==> src/dscm_pkg.sv <==
// ----------------------------------------------------------------------------
// dscm_pkg - shared types and constants for the column-minimum scan block
// Transfer structs, request and register codes, conversion constants.
// ----------------------------------------------------------------------------
package dscm_pkg;

	localparam int unsigned DSCM_MAX_COLUMNS   = 1024;
	localparam int unsigned DSCM_FRACTION_BITS = 16;

	localparam logic [1:0] REQ_PIXEL = 2'd0;
	localparam logic [1:0] REQ_LOAD  = 2'd1;
	localparam logic [1:0] REQ_READ  = 2'd2;

	localparam logic [1:0] CFG_DEPTH_MODE  = 2'd0;
	localparam logic [1:0] CFG_IMAGE_WIDTH = 2'd1;
	localparam logic [1:0] CFG_RANGE_MIN   = 2'd2;
	localparam logic [1:0] CFG_RANGE_MAX   = 2'd3;

	localparam logic [32:0] DSCM_DEPTH_INF = 33'h1_0000_0000;
	localparam logic [15:0] DSCM_MM_ZERO   = 16'hFFFF;
	localparam logic [26:0] DSCM_MM_ROUND  = 27'd500;
	// ceil(2^36 / 1000): exact floor(x / 1000) for x < 2^26
	localparam logic [26:0] DSCM_RECIP_MUL = 27'd68719477;
	localparam int unsigned DSCM_RECIP_SHIFT = 36;
	localparam int unsigned DSCM_TABLE_FRAC  = 16;

	localparam logic [31:0] DSCM_RST_WIDTH = 32'd640;
	localparam logic [31:0] DSCM_RST_RMAX  = 32'd655360;

	typedef struct packed {
		logic [1:0]  req_type;
		logic [9:0]  column;
		logic        first_row;
		logic [31:0] depth_raw;
		logic        depth_invalid;
		logic [19:0] inverse_cosine;
	} dscm_req_t;

	typedef struct packed {
		logic [9:0]  scan_index;
		logic [31:0] range_value;
		logic        range_is_infinite;
	} dscm_rsp_t;

	typedef struct packed {
		logic        depth_is_fixed_metres;
		logic [10:0] image_width;
		logic [31:0] range_min_metres;
		logic [31:0] range_max_metres;
	} dscm_cfg_t;

	// item after depth conversion; depth 2^32 is infinity
	typedef struct packed {
		logic [1:0]  req_type;
		logic [9:0]  column;
		logic        first_row;
		logic [32:0] depth;
		logic [19:0] inverse_cosine;
	} dscm_item_t;

endpackage

==> src/dscm_range_out.sv <==
// ----------------------------------------------------------------------------
// dscm_range_out - range scaling and output register
// Column minimum times 1/cos, rounding, limit checks, mirrored index.
// ----------------------------------------------------------------------------
module dscm_range_out (
	input  logic                clk,
	input  logic                arst_n,
	input  logic                en,
	input  logic                pick,
	input  logic [9:0]          column,
	input  logic                in_store,
	input  logic [32:0]         min_depth,
	input  logic [19:0]         inv_cos,
	input  dscm_pkg::dscm_cfg_t cfg,
	input  logic                rsp_stall,
	output logic                rsp_valid,
	output dscm_pkg::dscm_rsp_t rsp,
	output logic                hold
);
	import dscm_pkg::*;

	logic        valid_s5;
	logic [51:0] prod_s5;
	logic        inf_s5;
	logic [9:0]  column_s5;
	logic [52:0] rounded;
	logic [36:0] range_full;
	logic        out_inf;
	logic [10:0] mirror;

	assign hold = valid_s5 && rsp_valid && rsp_stall;

	assign rounded    = {1'b0, prod_s5} + 53'(1 << (DSCM_TABLE_FRAC - 1));
	assign range_full = rounded[DSCM_TABLE_FRAC+36:DSCM_TABLE_FRAC];
	assign out_inf    = inf_s5 || (range_full[36:32] != 5'd0)
		|| (range_full[31:0] < cfg.range_min_metres)
		|| (range_full[31:0] > cfg.range_max_metres);
	assign mirror     = cfg.image_width - 11'd1 - {1'b0, column_s5};

	always_ff @(posedge clk or negedge arst_n) begin
		if (!arst_n) begin
			valid_s5  <= 1'b0;
			rsp_valid <= 1'b0;
		end else begin
			if (en) begin
				valid_s5 <= pick;
			end
			if (en && valid_s5) begin
				rsp_valid <= 1'b1;
			end else if (!rsp_stall) begin
				rsp_valid <= 1'b0;
			end
		end
	end

	always_ff @(posedge clk) begin
		if (en) begin
			prod_s5   <= {20'd0, min_depth[31:0]} * {32'd0, inv_cos};
			inf_s5    <= !in_store || min_depth[32];
			column_s5 <= column;
		end
		if (en && valid_s5) begin
			rsp.scan_index        <= mirror[9:0];
			rsp.range_value       <= out_inf ? 32'd0 : range_full[31:0];
			rsp.range_is_infinite <= out_inf;
		end
	end

endmodule

==> config.mk <==
export PLATFORM = sky130hd
export DESIGN_NAME = dscm_range_out
export DESIGN_NICKNAME = d
export VERILOG_FILES = /design/src/dscm_pkg.sv /design/src/dscm_range_out.sv
export SDC_FILE = /design/constraint.sdc
export NUM_CORES = 2
export LEC_CHECK = 0
export BUFFER_PORTS_ARGS = -buffer_cell sky130_fd_sc_hd__buf_2
export CORE_MARGIN = 2
export CORE_UTILIZATION = 31
export CTS_CLUSTER_DIAMETER = 50
export DETAILED_ROUTE_END_ITERATION = 10
export PLACE_DENSITY_LB_ADDON = 0.2
export SYNTH_ARGS = -nofsm -noshare
export SYNTH_HDL_FRONTEND = slang
export SYNTH_SLANG_ARGS = --single-unit
==> constraint.sdc <==
create_clock -name clk -period 4.7 [get_ports clk]
set_input_delay 0.47 -clock clk [delete_from_list [all_inputs] [get_ports clk]]
set_output_delay 0.47 -clock clk [all_outputs]
set_load 0.01 [all_outputs]
==> metrics.cfg <==
[floorplan]
die-area_sq_um = 85550
top_level_ports = 190
chipWidth_microns = 292.5
initial_core_util = 0.3137
die_y_microns = 292.5
floorplan.rows = 105
core-area_sq_um = 82240

[detailed_routing]
drt_first_iter_violations = 702
route.vias.total = 19160
drt-wirelength-per-cell_microns = 16.87
drcViolationCount = 0
dr.pass1.iters = 5
via_per_inst = 4.465
totalWireLength_microns = 72390
detail-route-antenna-nets = 0

[synthesis]
synth.cell_area_sq_um = 25800
postSynth.asyncResetShare = 0.02151
synth_largest_area_cell = fa_1
synth.yosys.seq_area_share = 0.1079
synth_cells = 2790
synthTopCellsByArea = fa_1 42%, ha_1 11%, edfxtp_1 11%, inv_1 9.5%, and2_1 7.1%
synth_largest_type_area_fraction = 0.4159
synth.avg_cell_area_sq_um = 9.248
synth.distinct_cells = 63
synth_ff_type = edfxtp_1
mappedNetlistNets = 3704
synth.yosys.warnings = 0
yosys_register_bits = 93
synth_enable_flop_cells = 91

[worst_setup_path]
crit_arrival_ps = 6730
timing.critical_path.from = min_depth[9]
worst_path_dominant_cell_family = adder cells
largest_fanout_on_the_critical_path = 3
critical-path-max-stage-delay_ps = 610
r2r_setup_slack_ps = 350
worst-setup-path-type = in -> reg
worst_r2r_src = prod_s5[24]
worst_path_max_delay_cell = fa_1
critical_path.startpoint_type = input pin
cp.required_ps = 4810
worstSetupEndpointType = register
path_buf_inv = 7

[run_status]
failing_checks = negative setup slack
status = finished, violations left

[finish]
layout_cell_share_with_drive_strength_beyond_1 = 0.2448
layout.cells.most_common = inv_1
nets = 4128
final_cell_mix = 638 x inv_1, 500 x fa_1, 379 x nand2_1, 303 x buf_4, 262 x and2_1
area.growth.synth_to_final_pct = 25.08

[grt]
grt_usage = 0.1717
grt_pass1_wl_microns = 115200
grt.overflow.total = 0
grt_start_max_net_pins = 51
grt_pass1_vias = 20820
antenna_found_initial = 0

[sta]
setup_viol_count_final = 37
whs_ps = 278.3
max_frequency_mhz = 150.9
grt_setup_unrepaired = yes
worst_pin_slew_ps = 1078
maxSlewViolCount = 0
setup_total_negative_slack_ps = -59150
report.final.hold_viol_count = 0
final_worst_path_cycle_share = 1.410
period_minus_slack_ps = 6625
skew_ps = 14.57
fin_ws_ps = -1925
maxSlewHeadroom = 0.2813

[min_path]
hp-class = in -> reg
worstHoldStart = column[7]

[clocking]
cts_made_buffers = 9
clockRootBuffer = clkbuf_16
tritoncts_clock_tree = yes
clkSinkCount = 93
clock_latency_ps = 360
cts.reportedPaths.clkPinSlew_ps = 80
cts_max_level = 3
clk_path_buf_depth = 2

[run]
maxCapViolCount = 0

[placed_design]
dp_worst_setup_slack_ps = -2521
dp_hpwl_microns = 62980
place.port_buffers = 187
place.gp.congestion = 0.8398

==> cells in the mapped netlist (all sizes together) (8+ instances only) <==
| library cell | instances |
|---|---|
| o211ai | 8 |
| nor2b | 36 |
| nor3 | 10 |
| nand3 | 23 |
| nand2b | 8 |
| inv | 650 |
| o21bai | 12 |
| o21ai | 31 |
| fa | 536 |
| nand2 | 390 |
| and2 | 291 |
| nor2 | 48 |
| nand4 | 30 |
| xnor2 | 50 |
| and3 | 10 |
| edfxtp | 91 |
| xor2 | 27 |
| ha | 233 |
| clkbuf | 129 |
| a21o | 40 |
| a21oi | 77 |
==> final timing paths <==
kind	to	cells past startpoint
max in group asynchronous	rsp_valid	2
max	prod_s5[50]	25
min	column_s5[7]	1
min in group asynchronous	valid_s5	2
max reg2reg	rsp[20]	17
min reg2reg	rsp_valid	1
==> kinds of logic (layout without fill, tap and decap cells) <==
| family | count (synthesis) | after routing | share of synthesized area |
|---|---|---|---|
| compound gates | 203 | 203 | 0.04951 |
| fa+ha+maj | 769 | 769 | 0.5289 |
| other cells | 0 | 1 | 0 |
| buf+inv | 782 | 1211 | 0.1146 |
| xor+xnor | 77 | 77 | 0.02614 |
| simple gates | 864 | 864 | 0.1721 |
| mux | 2 | 2 | 0.0008728 |
| flops | 93 | 93 | 0.1079 |
==> sequential cells by signal (all words and copies together) (netlist names) <==
register	cells
valid_s5	1
rsp_valid	1
inf_s5	1
rsp	43
prod_s5	37
column_s5	10
==> cell type report <==
type,count,area (sq um)
Fill cell,8292,49970
Timing Repair Buffer,545,4342
Multi-Input combinational cell,1915,21080
Clock inverter,6,56.30
Clock buffer,10,229.0
Sequential cell,93,2783
Antenna cell,1,2.502
Tap cell,1070,1339
Inverter,650,2440
==> per-stage QoR <==
step | instances | cell area (sq um) | util
final | 4290 | 32270 | 0.3924
after floorplan | 2790 | 26580 | -
after CTS | 4274 | 31590 | 0.3842
after detailed placement | 4242 | 30620 | 0.3724
after global placement | 4242 | 30620 | 0.3724
after global routing | 4289 | 32270 | 0.3924
==> metal layers <==
layer / GRT usage / part of all wire / vias to the layer above / wire length [microns]
met3: 0.01912 / 0.036 / 41 / 2582
met2: 0.2904 / 0.47 / 317 / 34350
li1: - / - / 9199 / -
met5: 0 / 0 / - / 0
met1: 0.2414 / 0.48 / 9599 / 34430
met4: 0.02577 / 0.014 / 0 / 1028
==> repair_timing <==
action,4_1_cts,5_1_grt
setup buffers,18,14
cloned,0,3
endpoints found under the setup margin,38,60
gates resized for setup,138,124
pin swaps,64,67
hold buffers,1,0
hold endpoints to repair,2,0
Power is not shown: default switching activity piles up to over one toggle a cycle in this logic, so the estimate is an artifact.
