===== src/dscm_pkg.sv =====
// ----------------------------------------------------------------------------
// dscm_pkg - shared types and constants for the column-minimum scan block
// Transfer structs, request and register codes, conversion constants.
// ----------------------------------------------------------------------------
package dscm_pkg;

	localparam int unsigned DSCM_MAX_COLUMNS   = 1024;
	localparam int unsigned DSCM_FRACTION_BITS = 16;

	localparam logic [1:0] REQ_PIXEL = 2'd0;
	localparam logic [1:0] REQ_LOAD  = 2'd1;
	localparam logic [1:0] REQ_READ  = 2'd2;

	localparam logic [1:0] CFG_DEPTH_MODE  = 2'd0;
	localparam logic [1:0] CFG_IMAGE_WIDTH = 2'd1;
	localparam logic [1:0] CFG_RANGE_MIN   = 2'd2;
	localparam logic [1:0] CFG_RANGE_MAX   = 2'd3;

	localparam logic [32:0] DSCM_DEPTH_INF = 33'h1_0000_0000;
	localparam logic [15:0] DSCM_MM_ZERO   = 16'hFFFF;
	localparam logic [26:0] DSCM_MM_ROUND  = 27'd500;
	// ceil(2^36 / 1000): exact floor(x / 1000) for x < 2^26
	localparam logic [26:0] DSCM_RECIP_MUL = 27'd68719477;
	localparam int unsigned DSCM_RECIP_SHIFT = 36;
	localparam int unsigned DSCM_TABLE_FRAC  = 16;

	localparam logic [31:0] DSCM_RST_WIDTH = 32'd640;
	localparam logic [31:0] DSCM_RST_RMAX  = 32'd655360;

	typedef struct packed {
		logic [1:0]  req_type;
		logic [9:0]  column;
		logic        first_row;
		logic [31:0] depth_raw;
		logic        depth_invalid;
		logic [19:0] inverse_cosine;
	} dscm_req_t;

	typedef struct packed {
		logic [9:0]  scan_index;
		logic [31:0] range_value;
		logic        range_is_infinite;
	} dscm_rsp_t;

	typedef struct packed {
		logic        depth_is_fixed_metres;
		logic [10:0] image_width;
		logic [31:0] range_min_metres;
		logic [31:0] range_max_metres;
	} dscm_cfg_t;

	// item after depth conversion; depth 2^32 is infinity
	typedef struct packed {
		logic [1:0]  req_type;
		logic [9:0]  column;
		logic        first_row;
		logic [32:0] depth;
		logic [19:0] inverse_cosine;
	} dscm_item_t;

endpackage


===== src/dscm_depth_conv.sv =====
// ----------------------------------------------------------------------------
// dscm_depth_conv - depth conversion pipeline
// Millimetres to fixed metres by reciprocal multiply, or metre depth with
// invalid mapping to infinity. Three stages.
// ----------------------------------------------------------------------------
module dscm_depth_conv #(
	parameter int unsigned FRACTION_BITS = dscm_pkg::DSCM_FRACTION_BITS
) (
	input  logic                 clk,
	input  logic                 arst_n,
	input  logic                 en,
	input  logic                 take,
	input  dscm_pkg::dscm_req_t  req,
	input  logic                 depth_is_fixed_metres,
	output logic                 item_valid,
	output dscm_pkg::dscm_item_t item
);
	import dscm_pkg::*;

	// 2^F = 1000 * ConvQ + ConvR
	localparam int unsigned ConvQ = (1 << FRACTION_BITS) / 1000;
	localparam int unsigned ConvR = (1 << FRACTION_BITS) % 1000;

	logic [15:0] mm;
	logic [31:0] whole_s1, whole_s2;
	logic [26:0] rem_s1;
	logic [32:0] metres_s1, metres_s2;
	logic [53:0] recip_prod;
	logic [16:0] quot_s2;
	logic        valid_s1, valid_s2;
	dscm_item_t  hdr_s1, hdr_s2;

	assign mm = (req.depth_raw[15:0] == 16'd0) ? DSCM_MM_ZERO : req.depth_raw[15:0];
	assign recip_prod = {27'd0, rem_s1} * {27'd0, DSCM_RECIP_MUL};

	always_ff @(posedge clk or negedge arst_n) begin
		if (!arst_n) begin
			valid_s1   <= 1'b0;
			valid_s2   <= 1'b0;
			item_valid <= 1'b0;
		end else if (en) begin
			valid_s1   <= take;
			valid_s2   <= valid_s1;
			item_valid <= valid_s2;
		end
	end

	always_ff @(posedge clk) begin
		if (en) begin
			hdr_s1.req_type       <= req.req_type;
			hdr_s1.column         <= req.column;
			hdr_s1.first_row      <= req.first_row;
			hdr_s1.depth          <= '0;
			hdr_s1.inverse_cosine <= req.inverse_cosine;
			whole_s1  <= 32'(mm) * 32'(ConvQ);
			rem_s1    <= 27'(mm) * 27'(ConvR) + DSCM_MM_ROUND;
			metres_s1 <= (req.depth_invalid || req.depth_raw == 32'd0) ?
				DSCM_DEPTH_INF : {1'b0, req.depth_raw};

			hdr_s2    <= hdr_s1;
			whole_s2  <= whole_s1;
			quot_s2   <= recip_prod[DSCM_RECIP_SHIFT+16:DSCM_RECIP_SHIFT];
			metres_s2 <= metres_s1;

			item.req_type       <= hdr_s2.req_type;
			item.column         <= hdr_s2.column;
			item.first_row      <= hdr_s2.first_row;
			item.inverse_cosine <= hdr_s2.inverse_cosine;
			item.depth          <= depth_is_fixed_metres ? metres_s2 :
				{1'b0, whole_s2 + 32'(quot_s2)};
		end
	end

endmodule


===== config.mk =====
export PLATFORM = sky130hd
export DESIGN_NAME = dscm_depth_conv
export DESIGN_NICKNAME = d
export VERILOG_FILES = /design/src/dscm_pkg.sv /design/src/dscm_depth_conv.sv
export SDC_FILE = /design/constraint.sdc
export NUM_CORES = 1
export LEC_CHECK = 0
export BUFFER_PORTS_ARGS = -buffer_cell sky130_fd_sc_hd__buf_2
export CAP_MARGIN = 0
export CORE_UTILIZATION = 30
export CTS_BUF_LIST = sky130_fd_sc_hd__clkbuf_4 sky130_fd_sc_hd__clkbuf_8
export DETAILED_ROUTE_END_ITERATION = 10
export PLACE_DENSITY = 0.56
export SLEW_MARGIN = 20
export SYNTH_ARGS = -nofsm -noshare
export SYNTH_HDL_FRONTEND = slang
export SYNTH_SLANG_ARGS = --single-unit

===== constraint.sdc =====
create_clock -name clk -period 7.8 [get_ports clk]
set_input_delay 0.78 -clock clk [delete_from_list [all_inputs] [get_ports clk]]
set_output_delay 0.78 -clock clk [all_outputs]
set_load 0.01 [all_outputs]

==> results.md <==
* Status: completed
* CTS Buf Count at 48
* First-pass GRT wire length at around 83000 um
* Crit path time final at about 7 ns
* Drt pass-1 iters at 5
* Area of the multi-input gates at 12300 um^2
* Required @ worst endpoint at ~8 ns
* DIE AREA at 76200 um^2
* Die H at approximately 280 um
* Worst-Skew Late Latency at ~0.62 ns
* DIE WIDTH at roughly 280 um
* DRC viols at 0
* Grt ovf at 0
* Synth Register Bits at around 290
* Simple-gate area share of the yosys netlist at 6.58%
* Worst slack at placement at about 0.82 ns
* Number of port buffers at approximately 140
* Starting Density at 30.3%
* Most used DFF post-synth: edfxtp_1
* Largest family of logic cells by synthesized area: adder cells
* Most numerous cell on the critical path: fa_1
* RSZ-0062 raised after global routing: false
* Syn nets at 2491
* Synth Area in XOR/XNOR at 2.99%
* Max-slew headroom at 24.7%
* Yosys cell types at 73
* Core Area at ~74000 um^2
* Complex-gate fraction of the synthesized area at under 10%
* Max incr delay on CP at roughly 0.59 ns
* Synth Cell Area at about 23000 um^2
* Portion of netlist area occupied by mux cells at less than 1%
* CP Cell Sequence: ha_1, ha_1, fa_1, inv_1, fa_1, inv_1, fa_1, fa_1, inv_1, fa_1, inv_1, ha_1, a21oi_1, o211ai_1, nor3_1, o2111ai_1, o211ai_1, o21ai_1, a21oi_1, nor4_1, or4b_1
* Endpoints failing hold at 0
* Clock buffer depth at 3
* Ys async rst share at between 1 and 1.5%
* FILL cells at between 7000 and 8000
* Seq/Total Area, Yosys at between 30% and 40%
* Area added between synthesis and finish at 12.7%
* Sequential cell area at between 8000 and 9000 um^2
* Setup CP Type: flop to flop
* Max FO, Critical Path at 8
* PnR worst setup slack at 0.783 ns
* Gpl congestion at 0.903
* Buf+Inv Stages, Crit Path at 4
* Worst setup EP type: flop
* Antenna viol nets, final at 0
* Endpoints failing setup at 0
* FP Rows at 100
* Crit-path slowest cell: edfxtp_1
* Mapped Cells at between 1500 and 2000
* Final-stage net count at 2665
* Slew Viols, Final at 0
* Clock Skews at ~0.035 ns
* Kind of start point of the critical path: flop
* Syn_area_per_cell at 12.2 um^2
* Share of cells above drive strength 1 at 11.7%
* Via count at between 10000 and 15000
* CTS tree: yes
* GRT Util Overall at between 10% and 20%
* Largest net degree at the start of global routing at 186
* DRT iter0 DRCs at roughly 700
* Clock root buffer: clkbuf_8
* Vias in the first global route at between 10000 and 15000
* Max_cap viols at 0
* Fmax at about 140 MHz
* Post-DP HPWL at around 43000 um
* # IOs at 138
* Worst-Margin Slew at approximately 1.1 ns
* Adder-cell area share of the yosys netlist at roughly two fifths
* Clock sinks at between 200 and 300
* HP Class: input pin to flop
* Final period util at between 80% and 90%
* Wire length per cell at between 15 and 20 um
* Routed vias/inst at 4.47
* Initial antenna violation count at 1
* Clock transition at path regs at 0.07 ns
* CP top delay family: adder cells
* Yosys warns at 0
* Total negative slack at 0 ns
* CTS H-tree lvls at 2
* CP arrival at roughly 7.3 ns
* Post-synth EDFFs at ~280
* Final wirelength at approximately 53000 um
==> cell usage after synthesis (5+ instances only) <==
library cell / instances / area, um^2
inv_1: 407 / 1530
a21o_1: 27 / 203
clkbuf_1: 11 / 41.3
o21bai_1: 7 / 52.6
o21a_1: 7 / 52.6
nor2_1: 45 / 169
a211oi_1: 9 / 67.6
nor4_1: 11 / 68.8
mux2_2: 5 / 56.3
nand3_1: 18 / 90.1
a31oi_1: 5 / 31.3
buf_2: 5 / 25.0
ha_1: 353 / 4420
a21oi_1: 52 / 260
nand4_1: 7 / 43.8
nor2b_1: 13 / 81.3
xnor2_1: 49 / 429
and3_1: 12 / 75.1
and2_1: 40 / 250
xor2_1: 28 / 245
edfxtp_1: 284 / 8530
nand2_1: 66 / 248
nand2b_1: 15 / 93.8
nor3_1: 21 / 105
fa_1: 216 / 4320
o21ai_0: 49 / 245
==> state kept, by name, indices dropped and copies added, names as in the netlist <==
register and cells:
hdr_s1 33, rem_s1 23, whole_s2 23, quot_s2 17
hdr_s2 33, item_valid 1, valid_s1 1, metres_s2 33
valid_s2 1, whole_s1 23, item 66, metres_s1 33
==> metrics by stage <==
step	hold WS (ns)	utilization, %	std cells	area, um^2
3_3_place_gp	0.401	32.8	2943	24400
2_1_floorplan	0.400	-	1851	22500
4_1_cts	0.302	34.1	3032	25400
6_report	0.359	34.1	3034	25400
3_5_place_dp	0.405	32.8	2943	24400
5_1_grt	0.307	34.1	3033	25400
==> kinds of logic after synthesis <==
kind of cell	after synthesis
adders and majority gates	569
buffers and inverters	427
DFF	287
and+or+nand+nor	279
AOI/OAI and AO/OA	206
xor gates and xnor gates	77
muxes	5
other	1
==> layer usage <==
metal / vias up / share of wire, % / routed length (um) / global-route usage, %
met3: 53 / 3.5 / 1860 / 2.04
met4: 0 / 1.5 / 811 / 3.08
met2: 248 / 45 / 23900 / 22.5
met5: - / 0 / 0 / 0
met1: 6656 / 50 / 26200 / 20.0
li1: 6600 / - / - / -
==> cells in the final DEF, fill, tap and decap left out, types with 18 or more instances in the layout <==
cell and n:
edfxtp_1 284, a21o_1 27, and2_1 40, nand2_1 66, buf_2 136, a21oi_1 52
inv_1 407, nand3_1 18, nor2_1 45, xor2_1 28, fa_1 216, clkbuf_8 53
o21ai_0 49, nor3_1 21, ha_1 353, xnor2_1 49
==> timing repair <==
item,CTS,global route
hold buffers,1,0
hold endpoints to repair,3,0
buffers inserted,0,0
resized for setup,0,0
==> layout make-up <==
class / count / area share [%]
flip-flops and latches: 287 / 33.9
clock buffers: 69 / 3.34
well taps: 969 / 4.77
diodes: 2 / 0.0197
repair buffers: 143 / 2.98
multi-input cells: 1137 / 48.5
clock inverters: 19 / 0.532
inverters: 408 / 6.03
==> path summary, 6_finish.rpt <==
path	endpoint	depth (start not counted)	start	slack, ns
worst max-delay path	quot_s2[9]$_DFFE_PP_	21	rem_s1[9]$_DFFE_PP_	0.78
worst min register to register	hdr_s2[54]$_DFFE_PP_	0	hdr_s1[54]$_DFFE_PP_	0.41
max in group asynchronous	valid_s2$_DFFE_PN0P_	2	arst_n	7.15
min in group asynchronous	item_valid$_DFFE_PN0P_	2	arst_n	0.54
worst min-delay path	hdr_s1[12]$_DFFE_PP_	1	req[12]	0.36
worst max register to register	quot_s2[9]$_DFFE_PP_	21	rem_s1[9]$_DFFE_PP_	0.78
Power is left out: the tool's default activity adds up to more than one toggle a clock period on the data nets, which glitch-free logic cannot reach.
